$ cat src/rtl/brb_pkg.sv
package brb_pkg;

	localparam int CAP_W  = 11;
	localparam int CNT_W  = 10;
	localparam int BYTE_W = 8;
	localparam int PTR_W  = 16;
	localparam int NUM_W  = 7;
	localparam int Q_DEPTH = 4;
	localparam int Q_AW    = 2;

	localparam logic [CAP_W-1:0] CAP_RESET = 11'd1024;

	typedef enum logic [1:0] {
		KIND_WR_REQ  = 2'd0,
		KIND_WR_DATA = 2'd1,
		KIND_RD_REQ  = 2'd2,
		KIND_CLEAR   = 2'd3
	} kind_t;

	typedef enum logic [2:0] {
		ST_WR_OK    = 3'd0,
		ST_WR_REJ   = 3'd1,
		ST_RD_BYTE  = 3'd2,
		ST_RD_EMPTY = 3'd3,
		ST_CLEARED  = 3'd4
	} status_t;

	typedef struct packed {
		status_t           status;
		logic [PTR_W-1:0]  ptr;
		logic [NUM_W-1:0]  num;
		logic [CNT_W-1:0]  amount;
		logic [CNT_W-1:0]  fill;
		logic [CNT_W-1:0]  free;
	} job_t;

	typedef struct packed {
		logic              we;
		logic [PTR_W-1:0]  addr;
		logic [BYTE_W-1:0] data;
	} ram_wr_t;

	typedef struct packed {
		logic              re;
		logic [PTR_W-1:0]  addr;
	} ram_rd_t;

endpackage

$ cat src/rtl/brb_ifs.sv
interface brb_cfg_if;
	import brb_pkg::*;
	logic             valid;
	logic             ready;
	logic [CAP_W-1:0] data;
	modport source (output valid, output data, input ready);
	modport sink (input valid, input data, output ready);
endinterface

interface brb_req_if;
	import brb_pkg::*;
	logic              valid;
	logic              ready;
	logic [1:0]        kind;
	logic [CNT_W-1:0]  count;
	logic [BYTE_W-1:0] data_byte;
	modport source (output valid, output kind, output count, output data_byte, input ready);
	modport sink (input valid, input kind, input count, input data_byte, output ready);
endinterface


$ cat src/rtl/brb_front.sv
module brb_front #(
	parameter int DEPTH = 1024,
	parameter int MAX_READ = 64,
	localparam int AW = $clog2(DEPTH),
	localparam int CW = (AW + 1 < brb_pkg::CAP_W) ? AW + 1 : brb_pkg::CAP_W
) (
	input  logic             clk,
	input  logic             arst_n,
	brb_cfg_if.sink          cfg,
	brb_req_if.sink          req,
	output logic             push,
	output brb_pkg::job_t    job,
	input  logic             q_full,
	input  logic             rd_done,
	output brb_pkg::ram_wr_t wr,
	output logic [CW-1:0]    cap
);
	import brb_pkg::*;

	logic [CAP_W-1:0] capacity_q;
	logic [AW-1:0]    rp_q;
	logic [AW-1:0]    wp_q;
	logic [CNT_W-1:0] rem_q;
	logic [CW-1:0]    fill_q;
	logic [2:0]       pend_q;

	logic [CW-1:0]    free_w;
	logic             acc;
	logic [11:0]      min_w;
	logic [NUM_W-1:0] n_w;
	logic [CW-1:0]    fill_rd;
	logic [AW+1:0]    rp_sum;
	logic [AW-1:0]    rp_rd;
	logic [AW:0]      wp_inc;
	logic             wr_ok;

	always_comb begin
		if (capacity_q < CAP_W'(2)) begin
			cap = CW'(2);
		end else if (32'(capacity_q) > 32'(DEPTH)) begin
			cap = CW'(DEPTH);
		end else begin
			cap = CW'(capacity_q);
		end
	end

	assign free_w    = cap - fill_q - 1'b1;
	assign cfg.ready = 1'b1;

	always_comb begin
		if (kind_t'(req.kind) == KIND_WR_DATA) begin
			req.ready = (pend_q == '0);
		end else begin
			req.ready = !q_full;
		end
	end

	assign acc = req.valid && req.ready;

	// read run length and pointer after it
	always_comb begin
		min_w = (12'(req.count) < 12'(fill_q)) ? 12'(req.count) : 12'(fill_q);
		n_w   = (min_w > 12'(MAX_READ)) ? NUM_W'(MAX_READ) : NUM_W'(min_w);
		fill_rd = fill_q - CW'(n_w);
		rp_sum  = (AW+2)'(rp_q) + (AW+2)'(n_w);
		if (rp_sum >= (AW+2)'(cap)) begin
			rp_rd = AW'(rp_sum - (AW+2)'(cap));
		end else begin
			rp_rd = AW'(rp_sum);
		end
	end

	assign wp_inc = (AW+1)'(wp_q) + 1'b1;
	assign wr_ok  = (rem_q != '0) && ((fill_q + 1'b1) < cap);

	always_comb begin
		push       = 1'b0;
		job        = '0;
		job.ptr    = PTR_W'(rp_q);
		wr.we      = 1'b0;
		wr.addr    = PTR_W'(wp_q);
		wr.data    = req.data_byte;
		if (acc) begin
			case (kind_t'(req.kind))
				KIND_WR_REQ: begin
					push     = 1'b1;
					job.fill = CNT_W'(fill_q);
					job.free = CNT_W'(free_w);
					if (12'(req.count) > 12'(free_w)) begin
						job.status = ST_WR_REJ;
					end else begin
						job.status = ST_WR_OK;
						job.amount = req.count;
					end
				end
				KIND_WR_DATA: begin
					wr.we = wr_ok;
				end
				KIND_RD_REQ: begin
					push     = 1'b1;
					job.fill = CNT_W'(fill_rd);
					job.free = CNT_W'(cap - fill_rd - 1'b1);
					if (n_w == '0) begin
						job.status = ST_RD_EMPTY;
					end else begin
						job.status = ST_RD_BYTE;
						job.num    = n_w;
						job.amount = CNT_W'(n_w);
					end
				end
				default: begin
					push       = 1'b1;
					job.status = ST_CLEARED;
					job.free   = CNT_W'(cap - 1'b1);
				end
			endcase
		end
	end

	always_ff @(posedge clk or negedge arst_n) begin
		if (!arst_n) begin
			capacity_q <= CAP_RESET;
			rp_q       <= '0;
			wp_q       <= '0;
			rem_q      <= '0;
			fill_q     <= '0;
			pend_q     <= '0;
		end else begin
			case ({push && (job.status == ST_RD_BYTE), rd_done})
				2'b10:   pend_q <= pend_q + 1'b1;
				2'b01:   pend_q <= pend_q - 1'b1;
				default: pend_q <= pend_q;
			endcase
			if (cfg.valid) begin
				capacity_q <= cfg.data;
				rp_q       <= '0;
				wp_q       <= '0;
				rem_q      <= '0;
				fill_q     <= '0;
			end else if (acc) begin
				case (kind_t'(req.kind))
					KIND_WR_REQ: begin
						rem_q <= (12'(req.count) > 12'(free_w)) ? '0 : req.count;
					end
					KIND_WR_DATA: begin
						if (wr_ok) begin
							wp_q   <= (wp_inc >= (AW+1)'(cap)) ? '0 : AW'(wp_inc);
							rem_q  <= rem_q - 1'b1;
							fill_q <= fill_q + 1'b1;
						end
					end
					KIND_RD_REQ: begin
						rp_q   <= rp_rd;
						fill_q <= fill_rd;
					end
					default: begin
						rp_q   <= '0;
						wp_q   <= '0;
						rem_q  <= '0;
						fill_q <= '0;
					end
				endcase
			end
		end
	end

endmodule

$ cat src/flat_wrapper.sv
// flat-port wrapper written by rule: the top's interface ports become plain ports
module brb_front_flat import brb_pkg::*;
#(
	parameter int DEPTH = 1024,
	parameter int MAX_READ = 64,
	localparam int AW = $clog2(DEPTH),
	localparam int CW = (AW + 1 < brb_pkg::CAP_W) ? AW + 1 : brb_pkg::CAP_W
)
  (clk, arst_n, push, job, q_full, rd_done, wr, cap, cfg_valid, cfg_data, cfg_ready, req_valid, req_kind, req_count, req_data_byte, req_ready);
  brb_cfg_if cfg_i ();
  brb_req_if req_i ();
  input  logic clk;
  input  logic arst_n;
  output logic push;
  output brb_pkg::job_t job;
  input  logic q_full;
  input  logic rd_done;
  output brb_pkg::ram_wr_t wr;
  output logic [CW-1:0] cap;
  input wire logic [$bits(cfg_i.valid)-1:0] cfg_valid;
  input wire logic [$bits(cfg_i.data)-1:0] cfg_data;
  output wire logic [$bits(cfg_i.ready)-1:0] cfg_ready;
  input wire logic [$bits(req_i.valid)-1:0] req_valid;
  input wire logic [$bits(req_i.kind)-1:0] req_kind;
  input wire logic [$bits(req_i.count)-1:0] req_count;
  input wire logic [$bits(req_i.data_byte)-1:0] req_data_byte;
  output wire logic [$bits(req_i.ready)-1:0] req_ready;
  assign cfg_i.valid = cfg_valid;
  assign cfg_i.data = cfg_data;
  assign cfg_ready = cfg_i.ready;
  assign req_i.valid = req_valid;
  assign req_i.kind = req_kind;
  assign req_i.count = req_count;
  assign req_i.data_byte = req_data_byte;
  assign req_ready = req_i.ready;
  brb_front #(.DEPTH(DEPTH), .MAX_READ(MAX_READ)) u_core (.clk(clk), .arst_n(arst_n), .cfg(cfg_i), .req(req_i), .push(push), .job(job), .q_full(q_full), .rd_done(rd_done), .wr(wr), .cap(cap));
endmodule
$ cat config.mk
export PLATFORM = sky130hd
export DESIGN_NAME = brb_front_flat
export DESIGN_NICKNAME = d
export VERILOG_FILES = /design/src/rtl/brb_pkg.sv /design/src/rtl/brb_ifs.sv /design/src/rtl/brb_front.sv /design/src/flat_wrapper.sv
export SDC_FILE = /design/constraint.sdc
export NUM_CORES = 1
export LEC_CHECK = 0
export BUFFER_PORTS_ARGS = -buffer_cell sky130_fd_sc_hd__buf_2
export CAP_MARGIN = 5
export CORE_AREA = 3 3 116 118
export DETAILED_ROUTE_END_ITERATION = 12
export DIE_AREA = 0 0 119 121
export PLACE_DENSITY = 0.84
export RECOVER_POWER = 100
export SLEW_MARGIN = 20
export SYNTH_ARGS = -nofsm -noshare
export SYNTH_HDL_FRONTEND = slang
export SYNTH_SLANG_ARGS = --single-unit
export TNS_END_PERCENT = 5
$ cat constraint.sdc
create_clock -name clk -period 7.22 [get_ports clk]
set_clock_uncertainty 0.1 [all_clocks]
set_input_delay 1.083 -clock clk [delete_from_list [all_inputs] [get_ports clk]]
set_output_delay 1.083 -clock clk [all_outputs]
set_load 0.05 [all_outputs]
==> reports/results.env <==
RUN_STATUS='finished with violations'
FAILED_CHECKS='capacitance limit, slew limit'
POST_SYNTH_NUM_CELL_TYPES=75
DETAILEDROUTE.FIRSTPASSITERATIONCOUNT=5
SEQCELLAREA_MM2=0.00138
SYNTH-WARNING-COUNT=0
TIMING.SETUP.CRITICAL_PATH_CLASS='reg -> out'
GRT.TOTAL_USAGE_PCT=31.3
SYN_INST=928
TRITONCTS_CLOCK_TREE='done'
POWER.CLOCK.FRACTION_PCT=16.8
DIE_W_UM=119
ANTENNA_VIOLATING_NETS_POST_ROUTE=0
AVG_SYNTHESIZED_CELL_AREA_UM2=7.79
YOSYSSEQAREASHARE_PCT=19.0
ROUTE.DETAILED.WL_PER_INST_UM=19.3
GRT_FIRST_PASS_WIRELENGTH_UM=36000
VIA_COUNT_OF_THE_FIRST_GLOBAL_ROUTING_PASS=6939
GRT_ANTENNA_BEFORE_REPAIR=1
SYNTH_COMMON_CELLS='101 x nor2_1, 94 x ha_1, 77 x nand2_1, 60 x o21ai_0'
CTS_MAX_PATH_BUFFERS=2
GRT_OVERFLOW=0
R2R-END='u_core.rp_q[3]'
DIE_H_UM=121
YOSYS_REGISTER_BITS=55
WORST-R2R-SETUP-SLACK_NS=0.92
FLOW.AREA_GROWTH_FROM_SYNTHESIS_PCT=11.2
CRITPATHLAUNCHTYPE='flop'
CTSROOTBUFFERMASTER='clkbuf_16'
POST_SYNTH_INSTANCE_AREA_MM2=0.00723
PWR-SHARE-SEQ_PCT=22.4
CTS.SINK_COUNT=55
ANTENNADIODECOUNT=0
SWITCHING_SHARE_PCT=48.2
WORSTSETUPENDPOINTTYPE='primary output'
WORST_SETUP_PATH_ENDPOINT='job[27]'
FINAL_MAX_SLEW_VIOL_COUNT=88
POWER.SWITCHING_uW=774
CRITICAL_PATH.REG2REG.STARTPOINT='u_core.fill_q[6]'
FIN_TNS_SETUP_NS=0
LAYOUT.NETS=1160
WORST-SLEW-PIN-TRANSITION_NS=3.35
MAX-CAP-VIOLATIONS=2
PEAKVDDDROP_uV=132
IO_PINS=132
CRITPATHMAXFANOUT=14
AREA_AFTER_DETAILED_PLACEMENT_MM2=0.00792
VIAS=7526
TOTAL_LEAKAGE_POWER_nW=3.64
FMAXACHIEVABLE_MHz=145
SYNTHMOSTINSTANTIATEDCELL='nor2_1'
POWER_REPORT.INTERNAL_TOTAL_uW=831
DEPTH_OF_THE_WORST_REGISTER_TO_REGISTER_PATH=27
GP_CONGESTION=0.990
FINAL_AREA_MM2=0.00804
CTS_HOLD_REPAIR_BUFFERS=0
HP-CLASS='reg -> reg'
POWER_DENSITY_mW_PER_MM2=200
FIN_CRIT_SH_PCT=95.4
CORE-AREA_MM2=0.0126
PLACEMENT.IO_BUFFERS=102
COMB_POWER_SHARE_PCT=60.8
FIRST_ITER_VIOLATIONS=768
COMBINED_AREA_OF_THE_MULTI_INPUT_LOGIC_CELLS_MM2=0.00541
SETUP_VIOL=0
FLOORPLAN.ROWS=41
CLOCK_LATENCY_NS=0.32
DRT-VIAS-PER-INSTANCE=6.29
YS_ASYNC_SR_FRACTION_PCT=100
YS_DOMINANT_REG_CELL='dfrtp_1'
CLOCK_TREE.HTREE_LEVEL_COUNT=2
CTS.REPORTEDPATHS.CLKPINSLEW_NS=0.09
MIN_PERIOD_NS=6.89
DETAILED_PLACE_HPWL_UM=17800
RELSLEWSLACK_PCT=-123
CP-STARTPOINT='u_core.capacity_q[6]'
FIN_UTIL_PCT=64.0
ROUTE.FINAL.WIRE_LENGTH_UM=23100
SETUP_WS_FINAL_NS=0.334
POST_SYNTH_EDFFS=0
CLOCK_BUFFER_COUNT_FROM_CTS=5
SYNTH_LARGEST_AREA_CELL='dfrtp_1'
DRIVE_ABOVE_1_SHARE_PCT=11.3
SYNTH.TOP_CELLS.BY_AREA='dfrtp_1 19%, ha_1 16%, nor2_1 5.2%, xnor2_1 4.8%, o21ai_0 4.2%'
FLOORPLAN.INITIALDENSITY_PCT=57.5
REQUIRED_TIME_OF_THE_WORST_SETUP_PATH_NS=6.04
DIEAREA_MM2=0.0144
GRT_MAX_DEGREE=56
ARRIVAL_TIME_WORST_ENDPOINT_NS=5.70
FILLER_CELL_COUNT=1130
SYNTH_TOP_CELL_AREA_SHARE_PCT=18.7
PRECTSSETUPSLACK_NS=-0.0460
ROUTE.DETAILED.DRC=0
FIN_TOTAL_PWR_mW=1.60
FINALHOLDVIOLATIONS=0
power groups by stage:
stage	clock network, mW	registers, mW	logic, mW
after floorplan	0	0.361	0.720
after global placement	0	0.364	0.923
after detailed placement	0	0.365	0.936
after CTS	0.274	0.359	0.942
after global routing	0.286	0.364	1.06
final	0.270	0.360	0.976
through the flow:
stage          instances  hold WS [ns]
6_report            1196         0.362
5_1_grt             1196         0.386
4_1_cts             1195         0.364
3_5_place_dp        1187         0.352
3_3_place_gp        1187         0.352
2_1_floorplan        939         0.335
flip-flops by register name (all words and copies together) (netlist names):
signal             count
u_core.fill_q         11
u_core.rem_q          10
u_core.capacity_q     11
u_core.wp_q           10
u_core.pend_q          3
u_core.rp_q           10
layout by cell type, fill, tap and decap left out, drive strengths merged, types with 13 or more instances in the layout:
cell    instances
o21a           16
xor2           26
nand3          27
a211oi         25
xnor2          40
conb           13
buf            60
a21oi          54
dfrtp          54
nand2          77
nor2b          13
a21o           16
nor2          104
inv            56
ha             94
nor3           17
o21ai          64
clkbuf         79
worst min-delay path by stage:
stage	startpoint	to	slack [ns]	cells past startpoint
after detailed placement	u_core.pend_q[2]	u_core.pend_q[2]	0.35	1
final	u_core.pend_q[2]	u_core.pend_q[2]	0.36	1
after global placement	u_core.pend_q[2]	u_core.pend_q[2]	0.35	1
after floorplan	u_core.pend_q[2]	u_core.pend_q[2]	0.33	1
after global routing	u_core.pend_q[2]	u_core.pend_q[2]	0.39	1
after CTS	u_core.pend_q[2]	u_core.pend_q[2]	0.36	1
repair_timing:
action | 4_1_cts | 5_1_grt
setup endpoints to repair | 1 | 3
setup buffers | 0 | 1
resized for setup | 1 | 16
pin swaps | 0 | 4
metal layers:
layer | GRT usage, % | wire [um]
met4 | 12.9 | 940
met2 | 49.6 | 10200
met3 | 5.13 | 2290
met1 | 42.3 | 9570
met5 | 0 | 13
logic make-up after synthesis:
logic type / Yosys count / synth area share [%]
AOI/OAI and AO/OA: 266 / 24.8
other: 2 / 0.104
muxes: 16 / 2.40
and+or+nand+nor: 311 / 20.5
xor gates and xnor gates: 66 / 7.99
buffers and inverters: 112 / 7.20
adders and majority gates: 100 / 17.9
DFF: 55 / 19.0
area by class of cell:
| cell class | instances | share of cell area [%] |
|---|---|---|
| Clock inverter | 3 | 0.358 |
| Timing Repair Buffer | 134 | 8.45 |
| Clock buffer | 5 | 1.56 |
| Multi-Input combinational cell | 772 | 67.3 |
| Inverter | 55 | 2.57 |
| Sequential cell | 55 | 17.1 |
| Tap cell | 172 | 2.68 |
worst max-delay path, stage by stage (launching register included):
cell and delay, ns:
dfrtp_1 0.44, nor2_1 0.23, nand2_1 0.12, or4_1 0.48, o311a_1 0.49, ha_1 0.29, inv_1 0.07, fa_1 0.26
nor2b_1 0.09, o31a_1 0.29, o21ai_0 0.16, nand2b_1 0.10, xnor2_1 0.29, ha_1 0.33, a22o_1 0.22, o41ai_1 0.26
a21oi_1 0.16, o31ai_4 0.19, nor2b_1 0.30, and2_1 0.15, clkbuf_1 0.46
No activity file was read; power rests on OpenSTA's default activity.
