`src/rtl/brb_pkg.sv`:
```
package brb_pkg;

	localparam int CAP_W  = 11;
	localparam int CNT_W  = 10;
	localparam int BYTE_W = 8;
	localparam int PTR_W  = 16;
	localparam int NUM_W  = 7;
	localparam int Q_DEPTH = 4;
	localparam int Q_AW    = 2;

	localparam logic [CAP_W-1:0] CAP_RESET = 11'd1024;

	typedef enum logic [1:0] {
		KIND_WR_REQ  = 2'd0,
		KIND_WR_DATA = 2'd1,
		KIND_RD_REQ  = 2'd2,
		KIND_CLEAR   = 2'd3
	} kind_t;

	typedef enum logic [2:0] {
		ST_WR_OK    = 3'd0,
		ST_WR_REJ   = 3'd1,
		ST_RD_BYTE  = 3'd2,
		ST_RD_EMPTY = 3'd3,
		ST_CLEARED  = 3'd4
	} status_t;

	typedef struct packed {
		status_t           status;
		logic [PTR_W-1:0]  ptr;
		logic [NUM_W-1:0]  num;
		logic [CNT_W-1:0]  amount;
		logic [CNT_W-1:0]  fill;
		logic [CNT_W-1:0]  free;
	} job_t;

	typedef struct packed {
		logic              we;
		logic [PTR_W-1:0]  addr;
		logic [BYTE_W-1:0] data;
	} ram_wr_t;

	typedef struct packed {
		logic              re;
		logic [PTR_W-1:0]  addr;
	} ram_rd_t;

endpackage

```
`src/rtl/brb_ifs.sv`:
```


interface brb_rsp_if;
	import brb_pkg::*;
	logic              valid;
	logic              ready;
	logic [2:0]        status;
	logic [BYTE_W-1:0] read_byte;
	logic              last;
	logic [CNT_W-1:0]  amount;
	logic [CNT_W-1:0]  fill_level;
	logic [CNT_W-1:0]  free_space;
	modport source (output valid, output status, output read_byte, output last,
		output amount, output fill_level, output free_space, input ready);
	modport sink (input valid, input status, input read_byte, input last,
		input amount, input fill_level, input free_space, output ready);
endinterface

```
`src/rtl/brb_back.sv`:
```
module brb_back #(
	parameter int DEPTH = 1024,
	localparam int AW = $clog2(DEPTH),
	localparam int CW = (AW + 1 < brb_pkg::CAP_W) ? AW + 1 : brb_pkg::CAP_W
) (
	input  logic                       clk,
	input  logic                       arst_n,
	input  logic [CW-1:0]              cap,
	input  logic                       q_valid,
	input  brb_pkg::job_t              q_job,
	output logic                       pop,
	output brb_pkg::ram_rd_t           rd,
	input  logic [brb_pkg::BYTE_W-1:0] rdata,
	output logic                       rd_done,
	brb_rsp_if.source                  rsp
);
	import brb_pkg::*;

	logic             busy_q;
	job_t             job_q;
	logic [AW-1:0]    ptr_q;
	logic [NUM_W-1:0] left_q;

	logic             s1_q;
	status_t          status_s1;
	logic             last_s1;
	logic [CNT_W-1:0] amount_s1;
	logic [CNT_W-1:0] fill_s1;
	logic [CNT_W-1:0] free_s1;

	logic              out_valid_q;
	logic [2:0]        status_q;
	logic [BYTE_W-1:0] byte_q;
	logic              last_q;
	logic [CNT_W-1:0]  amount_q;
	logic [CNT_W-1:0]  fill_q;
	logic [CNT_W-1:0]  free_q;

	logic          out_free;
	logic          s1_adv;
	logic          issue;
	logic          is_rd;
	logic [AW:0]   ptr_inc;

	assign out_free = !out_valid_q || rsp.ready;
	assign s1_adv   = s1_q && out_free;
	assign issue    = busy_q && (!s1_q || s1_adv);
	assign pop      = !busy_q && q_valid;
	assign is_rd    = (job_q.status == ST_RD_BYTE);
	assign rd.re    = issue && is_rd;
	assign rd.addr  = PTR_W'(ptr_q);
	assign rd_done  = issue && is_rd && (left_q == NUM_W'(1));
	assign ptr_inc  = (AW+1)'(ptr_q) + 1'b1;

	always_ff @(posedge clk) begin
		if (pop) begin
			job_q <= q_job;
		end
		if (issue) begin
			status_s1 <= job_q.status;
			last_s1   <= (left_q == NUM_W'(1));
			amount_s1 <= job_q.amount;
			fill_s1   <= job_q.fill;
			free_s1   <= job_q.free;
		end
		if (s1_adv) begin
			status_q <= status_s1;
			byte_q   <= (status_s1 == ST_RD_BYTE) ? rdata : '0;
			last_q   <= last_s1;
			amount_q <= amount_s1;
			fill_q   <= fill_s1;
			free_q   <= free_s1;
		end
	end

	always_ff @(posedge clk or negedge arst_n) begin
		if (!arst_n) begin
			busy_q      <= 1'b0;
			ptr_q       <= '0;
			left_q      <= '0;
			s1_q        <= 1'b0;
			out_valid_q <= 1'b0;
		end else begin
			if (pop) begin
				busy_q <= 1'b1;
				ptr_q  <= q_job.ptr[AW-1:0];
				left_q <= (q_job.status == ST_RD_BYTE) ? q_job.num : NUM_W'(1);
			end else if (issue) begin
				left_q <= left_q - 1'b1;
				ptr_q  <= (ptr_inc >= (AW+1)'(cap)) ? '0 : AW'(ptr_inc);
				if (left_q == NUM_W'(1)) begin
					busy_q <= 1'b0;
				end
			end
			if (issue) begin
				s1_q <= 1'b1;
			end else if (s1_adv) begin
				s1_q <= 1'b0;
			end
			if (s1_adv) begin
				out_valid_q <= 1'b1;
			end else if (rsp.ready) begin
				out_valid_q <= 1'b0;
			end
		end
	end

	assign rsp.valid      = out_valid_q;
	assign rsp.status     = status_q;
	assign rsp.read_byte  = byte_q;
	assign rsp.last       = last_q;
	assign rsp.amount     = amount_q;
	assign rsp.fill_level = fill_q;
	assign rsp.free_space = free_q;

endmodule

```
`src/flat_wrapper.sv`:
```
// flat-port wrapper written by rule: the top's interface ports become plain ports
module brb_back_flat import brb_pkg::*;
#(
	parameter int DEPTH = 1024,
	localparam int AW = $clog2(DEPTH),
	localparam int CW = (AW + 1 < brb_pkg::CAP_W) ? AW + 1 : brb_pkg::CAP_W
)
  (clk, arst_n, cap, q_valid, q_job, pop, rd, rdata, rd_done, rsp_valid, rsp_status, rsp_read_byte, rsp_last, rsp_amount, rsp_fill_level, rsp_free_space, rsp_ready);
  brb_rsp_if rsp_i ();
  input  logic clk;
  input  logic arst_n;
  input  logic [CW-1:0] cap;
  input  logic q_valid;
  input  brb_pkg::job_t q_job;
  output logic pop;
  output brb_pkg::ram_rd_t rd;
  input  logic [brb_pkg::BYTE_W-1:0] rdata;
  output logic rd_done;
  output wire logic [$bits(rsp_i.valid)-1:0] rsp_valid;
  output wire logic [$bits(rsp_i.status)-1:0] rsp_status;
  output wire logic [$bits(rsp_i.read_byte)-1:0] rsp_read_byte;
  output wire logic [$bits(rsp_i.last)-1:0] rsp_last;
  output wire logic [$bits(rsp_i.amount)-1:0] rsp_amount;
  output wire logic [$bits(rsp_i.fill_level)-1:0] rsp_fill_level;
  output wire logic [$bits(rsp_i.free_space)-1:0] rsp_free_space;
  input wire logic [$bits(rsp_i.ready)-1:0] rsp_ready;
  assign rsp_valid = rsp_i.valid;
  assign rsp_status = rsp_i.status;
  assign rsp_read_byte = rsp_i.read_byte;
  assign rsp_last = rsp_i.last;
  assign rsp_amount = rsp_i.amount;
  assign rsp_fill_level = rsp_i.fill_level;
  assign rsp_free_space = rsp_i.free_space;
  assign rsp_i.ready = rsp_ready;
  brb_back #(.DEPTH(DEPTH)) u_core (.clk(clk), .arst_n(arst_n), .cap(cap), .q_valid(q_valid), .q_job(q_job), .pop(pop), .rd(rd), .rdata(rdata), .rd_done(rd_done), .rsp(rsp_i));
endmodule
```
`config.mk`:
```
export PLATFORM = sky130hd
export DESIGN_NAME = brb_back_flat
export DESIGN_NICKNAME = d
export VERILOG_FILES = /design/src/rtl/brb_pkg.sv /design/src/rtl/brb_ifs.sv /design/src/rtl/brb_back.sv /design/src/flat_wrapper.sv
export SDC_FILE = /design/constraint.sdc
export NUM_CORES = 1
export LEC_CHECK = 0
export BUFFER_PORTS_ARGS = -buffer_cell sky130_fd_sc_hd__buf_2
export CORE_MARGIN = 4
export CORE_UTILIZATION = 47
export DETAILED_ROUTE_END_ITERATION = 16
export GPL_TIMING_DRIVEN = 0
export PLACE_DENSITY = 0.87
export SYNTH_ARGS = -nofsm -noshare
export SYNTH_HDL_FRONTEND = slang
export SYNTH_SLANG_ARGS = --single-unit
```
`constraint.sdc`:
```
create_clock -name clk -period 2.6 [get_ports clk]
set_input_delay 0.13 -clock clk [delete_from_list [all_inputs] [get_ports clk]]
set_output_delay 0.13 -clock clk [all_outputs]
set_load 0.05 [all_outputs]
```
==> results summary <==
The maximum achievable frequency is 391 MHz. The overall track demand over capacity in global routing is 18.8%. The die is 111 um tall.

After routing, the total negative slack on setup checks comes to 0 ns. The routed layout has 3347 vias. The final number of max-transition violations came out at 0. In the global route stage, met2 resource usage came out at 33.6%. The number of levels the H-tree was split into came out at 4. The total power came out at 6.75 mW.

Global routing used 21.0% of the available met1 tracks. The biggest fanout along the worst timing path came out at 10. The distinct cell type count after synthesis is 41. Setup repair after global routing could not meet its margin everywhere. The worst setup path is captured at a flop. The library cells used most frequently in the layout, excluding fill and tap cells, are 132 x sky130_fd_sc_hd__buf_2, 109 x sky130_fd_sc_hd__edfxtp_1, 60 x sky130_fd_sc_hd__dlygate4sd3_1. The number of hold violations in the final report came to 0. The number of clock buffers inserted by TritonCTS is 17. The net switching power of the design is 2.02 mW. The routability-driven placement congestion ratio is 0.840. The largest net degree at the start of global routing came out at 44.

The leading cell type in the layout, fill and taps excluded is sky130_fd_sc_hd__buf_2. Each instance of the synthesized netlist takes up on average 16.3 um^2. Per report_power, the sequential group accounts for 39.9% of the total.

The origin of the worst min-delay path is q_job[33]. The count of port buffers added during placement came out at 128. The count of warnings emitted by yosys came out at 0.

The startpoint-to-endpoint class of the critical path is reg2reg. Relative to the synthesized area, the layout overhead comes to 45.3%. TritonCTS built the clock tree.

The number of register bits inferred by synthesis came out at 129. After layout, the worst setup slack is 0.0406 ns. The tightest min-delay check is of the in2reg type.

In this run the core area contains 37 standard-cell rows. The initial antenna violation count is 0. After clock tree synthesis, the clock-pin slew on the worst setup and hold paths is 0.06 ns.

The power per unit of standard cell area came out at 937 mW/mm^2. Global routing finished with a remaining overflow of 0. The die boundary width came out at 111 um.

The fraction of power spent switching nets is 30.0%. The post-DP HPWL came out at 6.84 mm. The number of maximum-capacitance constraint violations came out at 0.

The starting density of the core is 48.2%. Across the VDD grid, the largest voltage drop is 0.651 mV. The DRC marker count from the first detailed-route iteration came out at 166. The core region is 0.0103 mm^2.

The worst slack at placement is -0.159 ns. At the later pin of the worst-skew pair, clock insertion delay measures 0.50 ns. The cell-internal power is 4.73 mW. In the synthesized netlist, the number of instances is 304. STA classifies the critical path startpoint as a flop.

The final routed DRC violation total is 0. The clock skew after layout came out at 0.00763 ns. The first-pass GRT wire length is 18.0 mm. The post-route clock period utilization came out at 98.4%. The number of top-level pins is 141. In the final routed layout, each cell accounts on average for 16.8 um.

The leakage power came out at 3.01 nW. The number of antenna-violating nets in the routed design is 0. The clock tree root driver cell is sky130_fd_sc_hd__clkbuf_8.

The portion of the post-synthesis area used by sequential elements is 76.1%. The clock net sink count is 129. 0 antenna diodes ended up in the layout. The detailed-route wire length came out at 11.3 mm. The startpoint of the most critical register-to-register path is u_core.ptr_q[1]$_DFFE_PN0P_. The proportion of layout cells with a drive suffix above 1 came out at 39.4%. The number of nets in the layout came out at 616. Summing every instance area after synthesis gives 0.00496 mm^2. The met3 layer usage reported by global route came out at 4.91%. The floorplan step defined a die boundary enclosing 0.0123 mm^2.

The part of the power in the clock network is 38.6%. The required time of the critical path is 3.00 ns. The layer flagged by global routing as most heavily used is met2. The number of global-route vias before repair came out at 3590. The flow ran to the end, and the final reports show no timing, DRC or antenna violations. The worst relative slew slack is 37.0%. The launch point of the worst path is u_core.ptr_q[1]$_DFFE_PN0P_. The final critical-path required period came out at 2.56 ns.

The maximum count of clock buffers along a single path is 2. The critical path data arrival time came out at 2.96 ns. Setup violations remaining at the end of the flow were counted as 0. The power share of the combinational group is 21.4%.

The mean number of vias per cell came out at 4.98. The number of iterations in the first detailed-routing pass came out at 5. The slew of the pin with the lowest slew margin came out at 0.945 ns.
## logic make-up (layout without fill, tap and decap cells)
group | count (synthesis) | in the layout | share of synthesized area [%]
xor gates and xnor gates | 8 | 8 | 1.41
buffers and inverters | 38 | 265 | 3.63
muxes | 1 | 1 | 0.202
DFF | 129 | 129 | 76.1
adders and majority gates | 14 | 14 | 3.53
other | 1 | 6 | 0.0756
AOI/OAI and AO/OA | 51 | 51 | 8.05
and+or+nand+nor | 62 | 62 | 6.99
## timing repair
item	in CTS	in global routing
gates resized for setup	6	9
hold buffers	60	0
pin swaps	2	6
buffers inserted	3	5
hold endpoints to repair	80	0
setup endpoints to repair	13	11
## final timing paths
| path | endpoint | slack, ns | cells after the start |
|---|---|---|---|
| hold / removal | u_core.left_q[3]$_DFFE_PN0P_ | 0.05 | 3 |
| setup / recovery | u_core.ptr_q[2]$_DFFE_PN0P_ | 0.04 | 11 |
| setup reg to reg | u_core.ptr_q[2]$_DFFE_PN0P_ | 0.04 | 11 |
| hold reg to reg | u_core.rsp.last$_DFFE_PP_ | 0.41 | 0 |
| min in group asynchronous | u_core.ptr_q[8]$_DFFE_PN0P_ | 0.13 | 2 |
| max in group asynchronous | u_core.ptr_q[0]$_DFFE_PN0P_ | 2.13 | 2 |
## metal layers
layer  vias up  share of wire, %
li1       1566                 -
met1      1604                38
met2       147                54
met3        30               5.4
met4         0               2.9
met5         -                 0
## power by group through the flow
stage	sequential [mW]	clock, mW	combinational [mW]
6_report	2.70	2.61	1.45
5_1_grt	2.73	2.77	1.55
4_1_cts	2.69	2.64	1.36
3_5_place_dp	2.74	0	1.24
3_3_place_gp	2.72	0	1.20
2_1_floorplan	3.07	0	0.559
## stage by stage
stage / hold WS (ns) / util [%] / cell area, um^2 / std cells
after floorplan: -0.166 / - / 5000 / 309
after global placement: 0.0917 / 56.5 / 5810 / 573
after detailed placement: 0.0965 / 56.5 / 5810 / 573
after CTS: 0.0127 / 69.2 / 7110 / 667
after global routing: 0.0388 / 70.1 / 7210 / 672
final: 0.0508 / 70.1 / 7210 / 672
## registers in the layout (all words and copies together), names as in the netlist
name	cells
u_core.rsp.last	1
u_core.rsp.read_byte	8
u_core.ptr_q	10
u_core.left_q	7
u_core.rsp.status	3
u_core.rsp.fill_level	10
u_core.status_s1	3
u_core.rsp.amount	10
u_core.busy_q	1
u_core.free_s1	10
u_core.fill_s1	10
u_core.rsp.valid	1
u_core.rsp.free_space	10
u_core.amount_s1	10
u_core.last_s1	1
u_core.job_q	33
u_core.s1_q	1
## final cells by class
type / count / area (um^2)
clock inverters: 15 / 244
plain buffers: 13 / 101
multi-input cells: 142 / 1100
well taps: 136 / 170
fillers: 686 / 3070
repair buffers: 196 / 1300
flip-flops and latches: 129 / 3780
inverters: 24 / 90.1
clock buffers: 17 / 414
## worst max-delay path: stages, from the launching register on
cell	delay (ns)
sky130_fd_sc_hd__dfrtp_2	0.43
sky130_fd_sc_hd__ha_4	0.17
sky130_fd_sc_hd__nand4_1	0.22
sky130_fd_sc_hd__or2_4	0.33
sky130_fd_sc_hd__xor2_2	0.15
sky130_fd_sc_hd__inv_1	0.09
sky130_fd_sc_hd__ha_4	0.22
sky130_fd_sc_hd__nand4_1	0.09
sky130_fd_sc_hd__nor3_1	0.08
sky130_fd_sc_hd__or3_1	0.33
sky130_fd_sc_hd__buf_6	0.17
sky130_fd_sc_hd__o31ai_2	0.18
## Yosys cell counts
master,n,share of area [%]
sky130_fd_sc_hd__a21oi_1,11,1.1
sky130_fd_sc_hd__a22oi_1,10,1.5
sky130_fd_sc_hd__a31oi_1,4,0.50
sky130_fd_sc_hd__a32oi_1,2,0.35
sky130_fd_sc_hd__a41oi_1,3,0.53
sky130_fd_sc_hd__and2_0,1,0.13
sky130_fd_sc_hd__and2_1,13,1.6
sky130_fd_sc_hd__and3_1,2,0.25
sky130_fd_sc_hd__and3b_1,1,0.18
sky130_fd_sc_hd__buf_2,6,0.61
sky130_fd_sc_hd__buf_4,6,0.91
sky130_fd_sc_hd__buf_6,1,0.23
sky130_fd_sc_hd__clkbuf_1,1,0.076
sky130_fd_sc_hd__conb_1,1,0.076
sky130_fd_sc_hd__dfrtp_1,20,10
sky130_fd_sc_hd__edfxtp_1,109,66
sky130_fd_sc_hd__ha_1,14,3.5
sky130_fd_sc_hd__inv_1,23,1.7
sky130_fd_sc_hd__inv_2,1,0.076
sky130_fd_sc_hd__mux2i_1,1,0.20
sky130_fd_sc_hd__nand2_1,7,0.53
sky130_fd_sc_hd__nand2b_1,3,0.38
sky130_fd_sc_hd__nand3_1,6,0.61
sky130_fd_sc_hd__nand3b_1,2,0.30
sky130_fd_sc_hd__nand4_1,4,0.50
sky130_fd_sc_hd__nor2_1,9,0.68
sky130_fd_sc_hd__nor2b_1,2,0.25
sky130_fd_sc_hd__nor3_1,5,0.50
sky130_fd_sc_hd__nor3b_1,2,0.30
sky130_fd_sc_hd__nor4_1,1,0.13
sky130_fd_sc_hd__o2111ai_1,1,0.18
sky130_fd_sc_hd__o21ai_0,5,0.50
sky130_fd_sc_hd__o21ai_1,1,0.10
sky130_fd_sc_hd__o21ba_2,1,0.20
sky130_fd_sc_hd__o22a_1,3,0.53
sky130_fd_sc_hd__o31ai_2,10,2.5
sky130_fd_sc_hd__or2_2,2,0.25
sky130_fd_sc_hd__or2b_4,1,0.23
sky130_fd_sc_hd__or3_1,1,0.13
sky130_fd_sc_hd__xnor2_1,4,0.71
sky130_fd_sc_hd__xor2_1,4,0.71
Power figures use the tool's default switching activity.
