`config.mk`:
```
export PLATFORM = sky130hd
export DESIGN_NAME = brb_queue
export DESIGN_NICKNAME = d
export VERILOG_FILES = /design/src/rtl/brb_pkg.sv /design/src/rtl/brb_queue.sv
export SDC_FILE = /design/constraint.sdc
export NUM_CORES = 1
export LEC_CHECK = 0
export BUFFER_PORTS_ARGS = -buffer_cell sky130_fd_sc_hd__buf_2
export CAP_MARGIN = 20
export CORE_ASPECT_RATIO = 0.5
export CORE_MARGIN = 2
export CORE_UTILIZATION = 56
export DETAILED_ROUTE_END_ITERATION = 16
export GPL_TIMING_DRIVEN = 0
export PLACE_DENSITY = 0.78
export RECOVER_POWER = 100
export REMOVE_ABC_BUFFERS = 1
export SLEW_MARGIN = 10
export SYNTH_ARGS = -nofsm -noshare
export SYNTH_HDL_FRONTEND = slang
export SYNTH_SLANG_ARGS = --single-unit
```
`constraint.sdc`:
```
create_clock -name clk -period 3.01 [get_ports clk]
set_input_delay 0.1505 -clock clk [delete_from_list [all_inputs] [get_ports clk]]
set_output_delay 0.1505 -clock clk [all_outputs]
set_load 0.02 [all_outputs]
```
`src/rtl/brb_pkg.sv`:
```
package brb_pkg;

	localparam int CAP_W  = 11;
	localparam int CNT_W  = 10;
	localparam int BYTE_W = 8;
	localparam int PTR_W  = 16;
	localparam int NUM_W  = 7;
	localparam int Q_DEPTH = 4;
	localparam int Q_AW    = 2;

	localparam logic [CAP_W-1:0] CAP_RESET = 11'd1024;

	typedef enum logic [1:0] {
		KIND_WR_REQ  = 2'd0,
		KIND_WR_DATA = 2'd1,
		KIND_RD_REQ  = 2'd2,
		KIND_CLEAR   = 2'd3
	} kind_t;

	typedef enum logic [2:0] {
		ST_WR_OK    = 3'd0,
		ST_WR_REJ   = 3'd1,
		ST_RD_BYTE  = 3'd2,
		ST_RD_EMPTY = 3'd3,
		ST_CLEARED  = 3'd4
	} status_t;

	typedef struct packed {
		status_t           status;
		logic [PTR_W-1:0]  ptr;
		logic [NUM_W-1:0]  num;
		logic [CNT_W-1:0]  amount;
		logic [CNT_W-1:0]  fill;
		logic [CNT_W-1:0]  free;
	} job_t;

	typedef struct packed {
		logic              we;
		logic [PTR_W-1:0]  addr;
		logic [BYTE_W-1:0] data;
	} ram_wr_t;

	typedef struct packed {
		logic              re;
		logic [PTR_W-1:0]  addr;
	} ram_rd_t;

endpackage

```
`src/rtl/brb_queue.sv`:
```
module brb_queue (
	input  logic          clk,
	input  logic          arst_n,
	input  logic          push,
	input  brb_pkg::job_t push_job,
	output logic          full,
	input  logic          pop,
	output logic          not_empty,
	output brb_pkg::job_t pop_job
);
	import brb_pkg::*;

	job_t            slot_q [Q_DEPTH];
	logic [Q_AW-1:0] wr_q;
	logic [Q_AW-1:0] rd_q;
	logic [Q_AW:0]   cnt_q;

	assign full      = (cnt_q == (Q_AW+1)'(Q_DEPTH));
	assign not_empty = (cnt_q != '0);
	assign pop_job   = slot_q[rd_q];

	always_ff @(posedge clk) begin
		if (push) begin
			slot_q[wr_q] <= push_job;
		end
	end

	always_ff @(posedge clk or negedge arst_n) begin
		if (!arst_n) begin
			wr_q  <= '0;
			rd_q  <= '0;
			cnt_q <= '0;
		end else begin
			if (push) begin
				wr_q <= wr_q + 1'b1;
			end
			if (pop) begin
				rd_q <= rd_q + 1'b1;
			end
			case ({push, pop})
				2'b10:   cnt_q <= cnt_q + 1'b1;
				2'b01:   cnt_q <= cnt_q - 1'b1;
				default: cnt_q <= cnt_q;
			endcase
		end
	end

endmodule

```
==> flow_summary.yaml, run 1 <==
timing:
  fin_ws_ps: 388
  finalCritPeriodShare_pct: 87.1
  worst_slew_pin_slew_ps: 1600
  hold_ws_ps: 94.4
  slew_headroom_pct: -6.89
  setup_tns_ps: 0
  skew_ps: 7.85
  hold_violations: 0
  layout_min_cycle_time_ps: 2620
  final-setup-viol-count: 0
  fmax_mhz: 381
  rsz0062_at_grt: "no"
  slew_viol_final: 85
die:
  die-area_um2: 16300
  die_h_um: 91.1
  initial_utilization_pct: 58.0
  core_area_um2: 14700
  rows: 31
  die_w_um: 178
  io_pins: 118
synthesis:
  synth_top_area_cell: "edfxtp_1"
  yosys_warnings: 0
  netlist_area_um2: 8510
  synth_area_per_cell_um2: 25.9
  async_flop_share_pct: 3.03
  yosysSeqAreaShare_pct: 81.1
  synth_cell_types: 20
  yosys-top-cells-area: "edfxtp_1, mux4_2, dfrtp_1"
  synthTopCellsByCount: "edfxtp_1, mux4_2, dfrtp_1, inv_1, ha_1"
  synth_ff_type: "edfxtp_1"
  synth_seq_cells: 231
  synth_top_area_share_pct: 79.1
  synthCells: 329
  synth_edf_count: 224
  synth_most_common_cell: "edfxtp_1"
clock_tree:
  clk_pin_slew_ps: 70
  root_buffer: "clkbuf_16"
  cts_setup_buffers: 0
  cts_buffers: 20
  clk_latency_ps: 490
  clock_sinks: 231
  cts.htree.levels: 1
  clk_path_buf_depth: 3
  cts_tree: "yes"
global_routing:
  grt_pass1_wl_mm: 23.5
  grt_max_degree: 49
  overflow: 0
  grt_antenna_before_repair: 0
  grt_pass1_vias: 4200
  grt_usage_pct: 19.4
critical_path:
  crit_required_ps: 2860
  cpMaxStageDelayCell: "dfrtp_4"
  reg2reg_depth: 4
  cp_cell_sequence: "buf_12 > mux4_2 > clkbuf_1"
  worstSetupStartpointType: "register"
  end_kind: "primary output"
  cp_data_arrival_time_ps: 2470
  path_max_fanout: 33
  critPathKind: "reg -> out"
  slowest_delay_ps: 870
layout:
  fin_cells: 732
  num_antenna_cells: 0
  drive_gt1_share_pct: 18.0
  post-route-util_pct: 71.3
  fin_nets: 586
  area_growth_pct: 22.9
place:
  dpl.cell_count: 637
  port_buffers: 117
  place_ws_ps: 866
  dpl.hpwl_mm: 8.74
  gp_congestion: 0.708
power_and_ir_drop:
  leakage_nw: 3.39
  p_per_area_nw_per_um2: 962
  ir_drop_mv: 0.609
detailed_routing:
  routedWlPerCell_um: 20.7
  final_antenna_net_count: 0
  drt_wl_total_mm: 15.1
  vias_per_cell: 5.39
  via_count: 3942
  first_iter_violations: 239
  drc: 0
  dr.pass1.iters: 5
outcome:
  outcome: "complete, but fails checks"
  violations: "capacitance limit, slew limit"
run:
  max-cap-violations: 3
min_path:
  worstHoldPathType: "in -> async"
## placed cells by master, fill, tap and decap left out, types with 4 or more instances in the layout
cell,Yosys,layout
clkinv_2,0,4
buf_12,3,5
mux4_2,56,56
clkbuf_16,0,21
xor2_1,4,4
and2_1,4,4
inv_1,6,6
edfxtp_1,224,224
ha_1,5,5
dfrtp_1,7,5
dlygate4sd3_1,0,59
clkbuf_1,2,118
## final cells by class
class,instances,area [µm²]
flip-flops and latches,231,6910
repair buffers,182,1160
well taps,198,248
clock buffers,24,537
inverters,6,22.5
multi-input cells,79,1460
clock inverters,12,119
fillers,924,4210
## timing repair
action	in CTS	in global routing
hold buffers	59	0
setup endpoints to repair	0	0
hold endpoints to repair	235	0
gates resized for setup	0	0
## logic make-up (layout without fill, tap and decap cells)
kind of cell	after synthesis	in the layout	synth area share, %
muxes	57	57	14.9
buffers and inverters	19	224	1.69
DFF	231	231	81.1
AOI/OAI and AO/OA	1	1	0.0588
adders and majority gates	6	6	0.971
xor gates and xnor gates	6	6	0.618
and+or+nand+nor	9	9	0.574
## metal layers
layer	GRT usage (%)	vias up	part of all wire, %
met3	3.14	24	4.0
met5	0	-	0
met4	3.93	0	1.7
li1	-	1774	-
met2	32.9	93	51
met1	27.5	2051	44
## where the power goes
part | switching [W] | leakage, nW | internal, W
combinational | 0.00175 | 0.930 | 0.00121
clock | 0.00111 | 0.321 | 0.00146
sequential | 0.000305 | 2.14 | 0.00423
total | 0.00316 | 3.39 | 0.00689
## path summary, 6_finish.rpt
path / startpoint / endpoint / slack, ps
setup / recovery: rd_q[0]$_DFFE_PN0P_ / pop_job[13] / 390
hold / removal: arst_n / rd_q[1]$_DFFE_PN0P_ / 90
setup reg to reg: wr_q[1]$_DFFE_PN0P_ / slot_q[1][45]$_DFFE_PP_ / 550
max in group asynchronous: arst_n / rd_q[0]$_DFFE_PN0P_ / 2600
min in group clk: pop / rd_q[0]$_DFFE_PN0P_ / 420
hold reg to reg: cnt_q[2]$_DFFE_PN0P_ / cnt_q[2]$_DFFE_PN0P_ / 480
## critical path, delay by kind of cell, from the launching register on
kind     cells  cell delay [ps]
buf+inv      2              510
flops        1              870
mux          1              560
## flip-flops by register name (all words and copies together), names as in the netlist
register,cells
slot_q,224
cnt_q,3
wr_q,2
rd_q,2
## metrics by stage
stage | cell area [µm²] | total power [W]
floorplan | 8380 | 0.00662
global placement | 9220 | 0.00768
detailed placement | 9360 | 0.00770
CTS | 10600 | 0.0103
global route | 10500 | 0.0105
finish | 10500 | 0.0101
No activity file was read; power rests on OpenSTA's default activity.
==> run 2: changes to the inputs <==
--- a/config.mk
+++ b/config.mk
@@ -9,10 +9,11 @@
 export CAP_MARGIN = 20
 export CORE_ASPECT_RATIO = 0.5
 export CORE_MARGIN = 2
-export CORE_UTILIZATION = 56
+export CORE_UTILIZATION = 57
 export DETAILED_ROUTE_END_ITERATION = 16
 export GPL_TIMING_DRIVEN = 0
-export PLACE_DENSITY = 0.78
+export MAX_ROUTING_LAYER = met4
+export PLACE_DENSITY = 0.79
 export RECOVER_POWER = 100
 export REMOVE_ABC_BUFFERS = 1
 export SLEW_MARGIN = 10
==> flow_summary.yaml, run 2 (synthesized netlist as in run 1, its figures left out) <==
detailed_routing:
  final_antenna_net_count: 0
  routedWlPerCell_um: 20.3
  via_count: 3954
  drc: 0
  dr.pass1.iters: 4
  first_iter_violations: 302
  vias_per_cell: 5.40
  drt_wl_total_mm: 14.9
clock_tree:
  cts_tree: "yes"
  clk_pin_slew_ps: 70
  cts_buffers: 20
  clk_latency_ps: 480
  clock_sinks: 231
  clk_path_buf_depth: 3
  cts.htree.levels: 1
  root_buffer: "clkbuf_16"
global_routing:
  grt_pass1_vias: 4187
  grt_pass1_wl_mm: 23.3
  grt_antenna_before_repair: 0
  overflow: 0
  grt_usage_pct: 19.9
  grt_max_degree: 53
die:
  die_h_um: 90.4
  core_area_um2: 14500
  die_w_um: 177
  initial_utilization_pct: 58.6
  die-area_um2: 16000
  rows: 31
  io_pins: 118
critical_path:
  worstSetupStartpoint: "wr_q[0]$_DFFE_PN0P_"
  cp_data_arrival_time_ps: 2770
  cp.buffers_inverters: 2
  cpMaxStageDelayCell: "and2_0"
  r2r_start: "wr_q[0]$_DFFE_PN0P_"
  worstSetupStartpointType: "register"
  critPathKind: "reg -> reg"
  path_max_fanout: 37
  cp_cell_sequence: "inv_1 > ha_1 > and2_0 > buf_16"
  critical_path.top_delay_family: "simple AND/OR/NAND/NOR gates"
  rrSetupSlack_ps: 410
  slowest_delay_ps: 1250
  end_kind: "register"
  crit_required_ps: 3180
power_and_ir_drop:
  p_per_area_nw_per_um2: 947
  internal_power_w: 0.00674
  ir_drop_mv: 0.557
  comb_power_share_pct: 30.5
  pwr-share-seq_pct: 45.7
  leakage_nw: 3.36
  switchingPower_w: 0.00312
  p_sw_share_pct: 31.6
  clockPowerShare_pct: 23.8
layout:
  drive_gt1_share_pct: 17.6
  fin_nets: 586
  num_antenna_cells: 0
  register_area_um2: 6910
  largest_reg_flops: 224
  multiInputGateArea_um2: 1460
  post-route-util_pct: 71.7
  reg.largest.list: "slot_q: 224 flops, cnt_q: 3 flops"
  final_common_cell: "edfxtp_1"
  fill_cells: 958
  area_growth_pct: 22.3
  mostFrequentLayoutCells: "edfxtp_1, clkbuf_1, dlygate4sd3_1"
  fin_cells: 732
  regMostFlops: "slot_q"
run:
  max-cap-violations: 3
min_path:
  worstHoldPathType: "in -> async"
timing:
  skew_ps: 6.50
  finalCritPeriodShare_pct: 86.5
  rsz0062_at_grt: "no"
  layout_min_cycle_time_ps: 2600
  final-setup-viol-count: 0
  hold_ws_ps: 97.8
  fin_ws_ps: 406
  slew_headroom_pct: -12.9
  worst_slew_pin_slew_ps: 1690
  hold_violations: 0
  fmax_mhz: 384
  slew_viol_final: 69
place:
  port_buffers: 117
  dpl.cell_count: 637
  place_ws_ps: 941
  dpl.hpwl_mm: 8.42
  gp_congestion: 0.692
outcome:
  violations: "capacitance limit, slew limit"
  outcome: "complete, but fails checks"
-- run 2: cell types whose count changed in the layout (fill, tap and decap cells not counted), sizes merged --
cell | before | now
clkbuf | 139 | 143
clkinv | 8 | 7
bufinv | 2 | 0
inv | 7 | 6
-- run 2: routing by layer --
metal	wire length, µm	global-route usage, %	part of all wire [%]
met4	228	3.99	1.5
met2	7680	32.9	52
met1	6350	27.1	43
met3	592	3.20	4.0
met5	0	-	0
-- run 2: power groups by stage --
| stage | registers [W] | logic, W | clock network [W] |
|---|---|---|---|
| finish | 0.00451 | 0.00300 | 0.00235 |
| detailed placement | 0.00457 | 0.00316 | 0 |
| CTS | 0.00451 | 0.00324 | 0.00240 |
| global route | 0.00457 | 0.00321 | 0.00250 |
| floorplan | 0.00466 | 0.00196 | 0 |
| global placement | 0.00486 | 0.00282 | 0 |
-- run 2: timing repair --
| action | 4_1_cts | 5_1_grt |
|---|---|---|
| buffers inserted | 0 | 0 |
| hold endpoints to repair | 235 | 0 |
| hold buffers | 59 | 0 |
| gates resized for setup | 0 | 0 |
-- run 2: path summary, 6_finish.rpt --
path | to | cells past startpoint
worst min-delay path | cnt_q[1]$_DFFE_PN0P_ | 2
worst max-delay path | slot_q[2][4]$_DFFE_PP_ | 4
min in group clk | rd_q[0]$_DFFE_PN0P_ | 3
max in group asynchronous | rd_q[0]$_DFFE_PN0P_ | 2
worst max register to register | slot_q[2][4]$_DFFE_PP_ | 4
worst min register to register | cnt_q[2]$_DFFE_PN0P_ | 1
-- run 2: layout make-up --
cell class	count	area share, %
well taps	198	2.38
flip-flops and latches	231	66.4
repair buffers	182	11.2
clock inverters	8	0.397
multi-input cells	79	14.0
clock buffers	28	5.31
inverters	6	0.217
-- run 2: worst register-to-register path: cells and delay by family, from the launching register on --
family                   cells  cell delay [ps]
AND/OR/NAND/NOR              1             1250
flip-flops                   1              440
buffers and inverters        2              430
adder cells (fa/ha/maj)      1              140
-- run 2: stage by stage --
step                setup TNS, ps  power (W)  cell area (µm²)
floorplan                   -9590    0.00662             8380
global placement          -151140    0.00769             9220
detailed placement              0    0.00773             9390
CTS                             0     0.0101            10600
global route                    0     0.0103            10400
finish                          0    0.00985            10400
==> run 3: changes to the inputs <==
--- a/config.mk
+++ b/config.mk
@@ -5,15 +5,16 @@
 export SDC_FILE = /design/constraint.sdc
 export NUM_CORES = 1
 export LEC_CHECK = 0
+export ABC_AREA = 1
 export BUFFER_PORTS_ARGS = -buffer_cell sky130_fd_sc_hd__buf_2
-export CAP_MARGIN = 20
+export CAP_MARGIN = 5
 export CORE_ASPECT_RATIO = 0.5
 export CORE_MARGIN = 2
-export CORE_UTILIZATION = 57
+export CORE_UTILIZATION = 58
 export DETAILED_ROUTE_END_ITERATION = 16
 export GPL_TIMING_DRIVEN = 0
 export MAX_ROUTING_LAYER = met4
-export PLACE_DENSITY = 0.79
+export PLACE_DENSITY = 0.8
 export RECOVER_POWER = 100
 export REMOVE_ABC_BUFFERS = 1
 export SLEW_MARGIN = 10
==> flow_summary.yaml, run 3 <==
outcome:
  outcome: "complete, but fails checks"
  violations: "capacitance limit, slew limit"
place:
  place_ws_ps: 871
  dpl.cell_count: 991
  port_buffers: 117
  gp_congestion: 0.719
  dpl.hpwl_mm: 9.23
  place_area_um2: 10100
detailed_routing:
  routedWlPerCell_um: 15.9
  dr.pass1.iters: 7
  first_iter_violations: 359
  final_antenna_net_count: 0
  drt_wl_total_mm: 17.3
  drc: 0
  vias_per_cell: 5.19
  via_count: 5635
die:
  io_pins: 118
  die_h_um: 93.9
  core_area_um2: 15600
  die-area_um2: 17200
  initial_utilization_pct: 60.0
  rows: 32
  die_w_um: 184
synthesis:
  yosys-top-cells-area: "edfxtp_1, o211ai_1, nand2_1"
  synth_top_area_cell: "edfxtp_1"
  synth_top_area_share_pct: 71.8
  synth_compound_area_share_pct: 9.46
  yosysSeqAreaShare_pct: 73.7
  synthCells: 702
  synthTopCellsByCount: "edfxtp_1, nand2_1, inv_1, o211ai_1, buf_6"
  synth_cell_types: 20
  netlist_area_um2: 9370
  synth_edf_count: 224
  synth-simple-area-share_pct: 7.40
  synth_ff_type: "edfxtp_1"
  async_flop_share_pct: 3.03
  synth_xor_xnor_area_share_pct: 0.374
  synth_seq_cells: 231
  synthAdderAreaFrac_pct: 0.882
  synth_area_per_cell_um2: 13.3
  synth_top_family_by_area: "compound AO/OA/AOI/OAI gates"
  synth_most_common_cell: "edfxtp_1"
  yosys_warnings: 0
  muxShareOfSynthArea_pct: 0
layout:
  mostFrequentLayoutCells: "edfxtp_1, nand2_1, inv_1"
  post-route-util_pct: 70.7
  stdcell_area_um2: 11000
  reg.largest.list: "slot_q: 224 flops, cnt_q: 3 flops"
  drive_gt1_share_pct: 5.33
  largest_reg_flops: 224
  area_growth_pct: 17.8
  final_common_cell: "edfxtp_1"
  fill_cells: 1083
  num_antenna_cells: 0
  fin_nets: 934
  fin_cells: 1085
  regMostFlops: "slot_q"
critical_path:
  critPathKind: "reg -> out"
  cp_data_arrival_time_ps: 2570
  crit_required_ps: 2860
  worstSetupStartpointType: "register"
  path_max_fanout: 57
  end_kind: "primary output"
clock_tree:
  cts_setup_buffers: 0
  clk_pin_slew_ps: 60
  cts.htree.levels: 1
  postCtsHoldBufs: 59
  clk_path_buf_depth: 3
  cts_tree: "yes"
  clock_sinks: 231
  cts_buffers: 20
  clk_latency_ps: 490
  ctsResizeCount: 0
  root_buffer: "clkbuf_16"
timing:
  slew_viol_final: 188
  fin_ws_ps: 290
  finalCritPeriodShare_pct: 90.4
  setup_tns_ps: 0
  rsz0062_at_grt: "no"
  slew_headroom_pct: -6.07
  layout_min_cycle_time_ps: 2720
  skew_ps: 12.5
  worst_slew_pin_slew_ps: 1590
  final-setup-viol-count: 0
  hold_violations: 0
  fmax_mhz: 368
min_path:
  worstHoldPathType: "in -> async"
global_routing:
  grt_usage_pct: 21.4
  overflow: 0
  grt_max_degree: 89
  grt_pass1_wl_mm: 27.6
  grt_pass1_vias: 5641
  grt_antenna_before_repair: 0
run:
  max-cap-violations: 4
power_and_ir_drop:
  leakage_nw: 4.20
  ir_drop_mv: 0.794
  p_per_area_nw_per_um2: 964
==> run 3: cell count changes after synthesis, moves of 2 or more <==
| cell | before | now |
|---|---|---|
| nand2_1 | 2 | 179 |
| inv_1 | 6 | 125 |
| o211ai_1 | 0 | 105 |
| mux4_2 | 56 | 0 |
| buf_6 | 1 | 16 |
| buf_2 | 4 | 15 |
| o211ai_2 | 0 | 7 |
| and2_1 | 4 | 0 |
| buf_12 | 3 | 0 |
| clkbuf_1 | 2 | 5 |
| buf_4 | 3 | 1 |
| nand3_1 | 0 | 2 |
==> run 3: metal layers <==
metal | track usage [%] | vias up | share of wire (%)
met1 | 26.3 | 2724 | 43
met2 | 37.6 | 121 | 51
li1 | - | 2767 | -
met4 | 5.27 | 0 | 1.6
met5 | - | - | 0
met3 | 3.80 | 23 | 4.7
==> run 3: worst max-delay path: stages (launching register included) <==
cell and delay, ps:
dfrtp_4 770, inv_4 670, o211ai_1 230, nand2_1 140, clkbuf_1 240
==> run 3: area by class of cell <==
type	count	area [µm²]	area share, %
sequential	231	6910	62.6
multi-input combinational	307	1660	15.1
timing repair buffer	182	1110	10.1
clock buffer	24	537	4.87
inverter	126	480	4.35
tap	204	255	2.31
clock inverter	11	75.1	0.680
==> run 3: path summary, 6_finish.rpt <==
path / startpoint / endpoint / slack [ps] / cells past startpoint
worst min register to register: cnt_q[2]$_DFFE_PN0P_ / cnt_q[2]$_DFFE_PN0P_ / 490 / 2
min in group clk: pop / rd_q[0]$_DFFE_PN0P_ / 430 / 3
worst min-delay path: arst_n / wr_q[1]$_DFFE_PN0P_ / 100 / 2
worst max register to register: wr_q[0]$_DFFE_PN0P_ / slot_q[0][5]$_DFFE_PP_ / 340 / 5
max in group asynchronous: arst_n / rd_q[0]$_DFFE_PN0P_ / 2600 / 2
worst max-delay path: rd_q[1]$_DFFE_PN0P_ / pop_job[14] / 290 / 4
==> run 3: logic make-up (layout without fill, tap and decap cells) <==
logic type | Yosys count | count (layout)
simple gates | 183 | 183
xor+xnor | 4 | 4
compound gates | 114 | 114
buf+inv | 164 | 343
fa+ha+maj | 6 | 6
flops | 231 | 231
==> run 3: through the flow <==
stage	hold WS, ps	total power (W)
6_report	97.5	0.0106
5_1_grt	121	0.0113
4_1_cts	9.62	0.0110
3_5_place_dp	-9.01	0.00849
3_3_place_gp	-12.1	0.00783
2_1_floorplan	-145	0.00693
==> run 3: report_power, final <==
group / switching (W) / internal [W] / total [W]
Clock: 0.00105 / 0.00135 / 0.00241
Sequential: 0.000443 / 0.00424 / 0.00468
Combinational: 0.00251 / 0.00104 / 0.00354
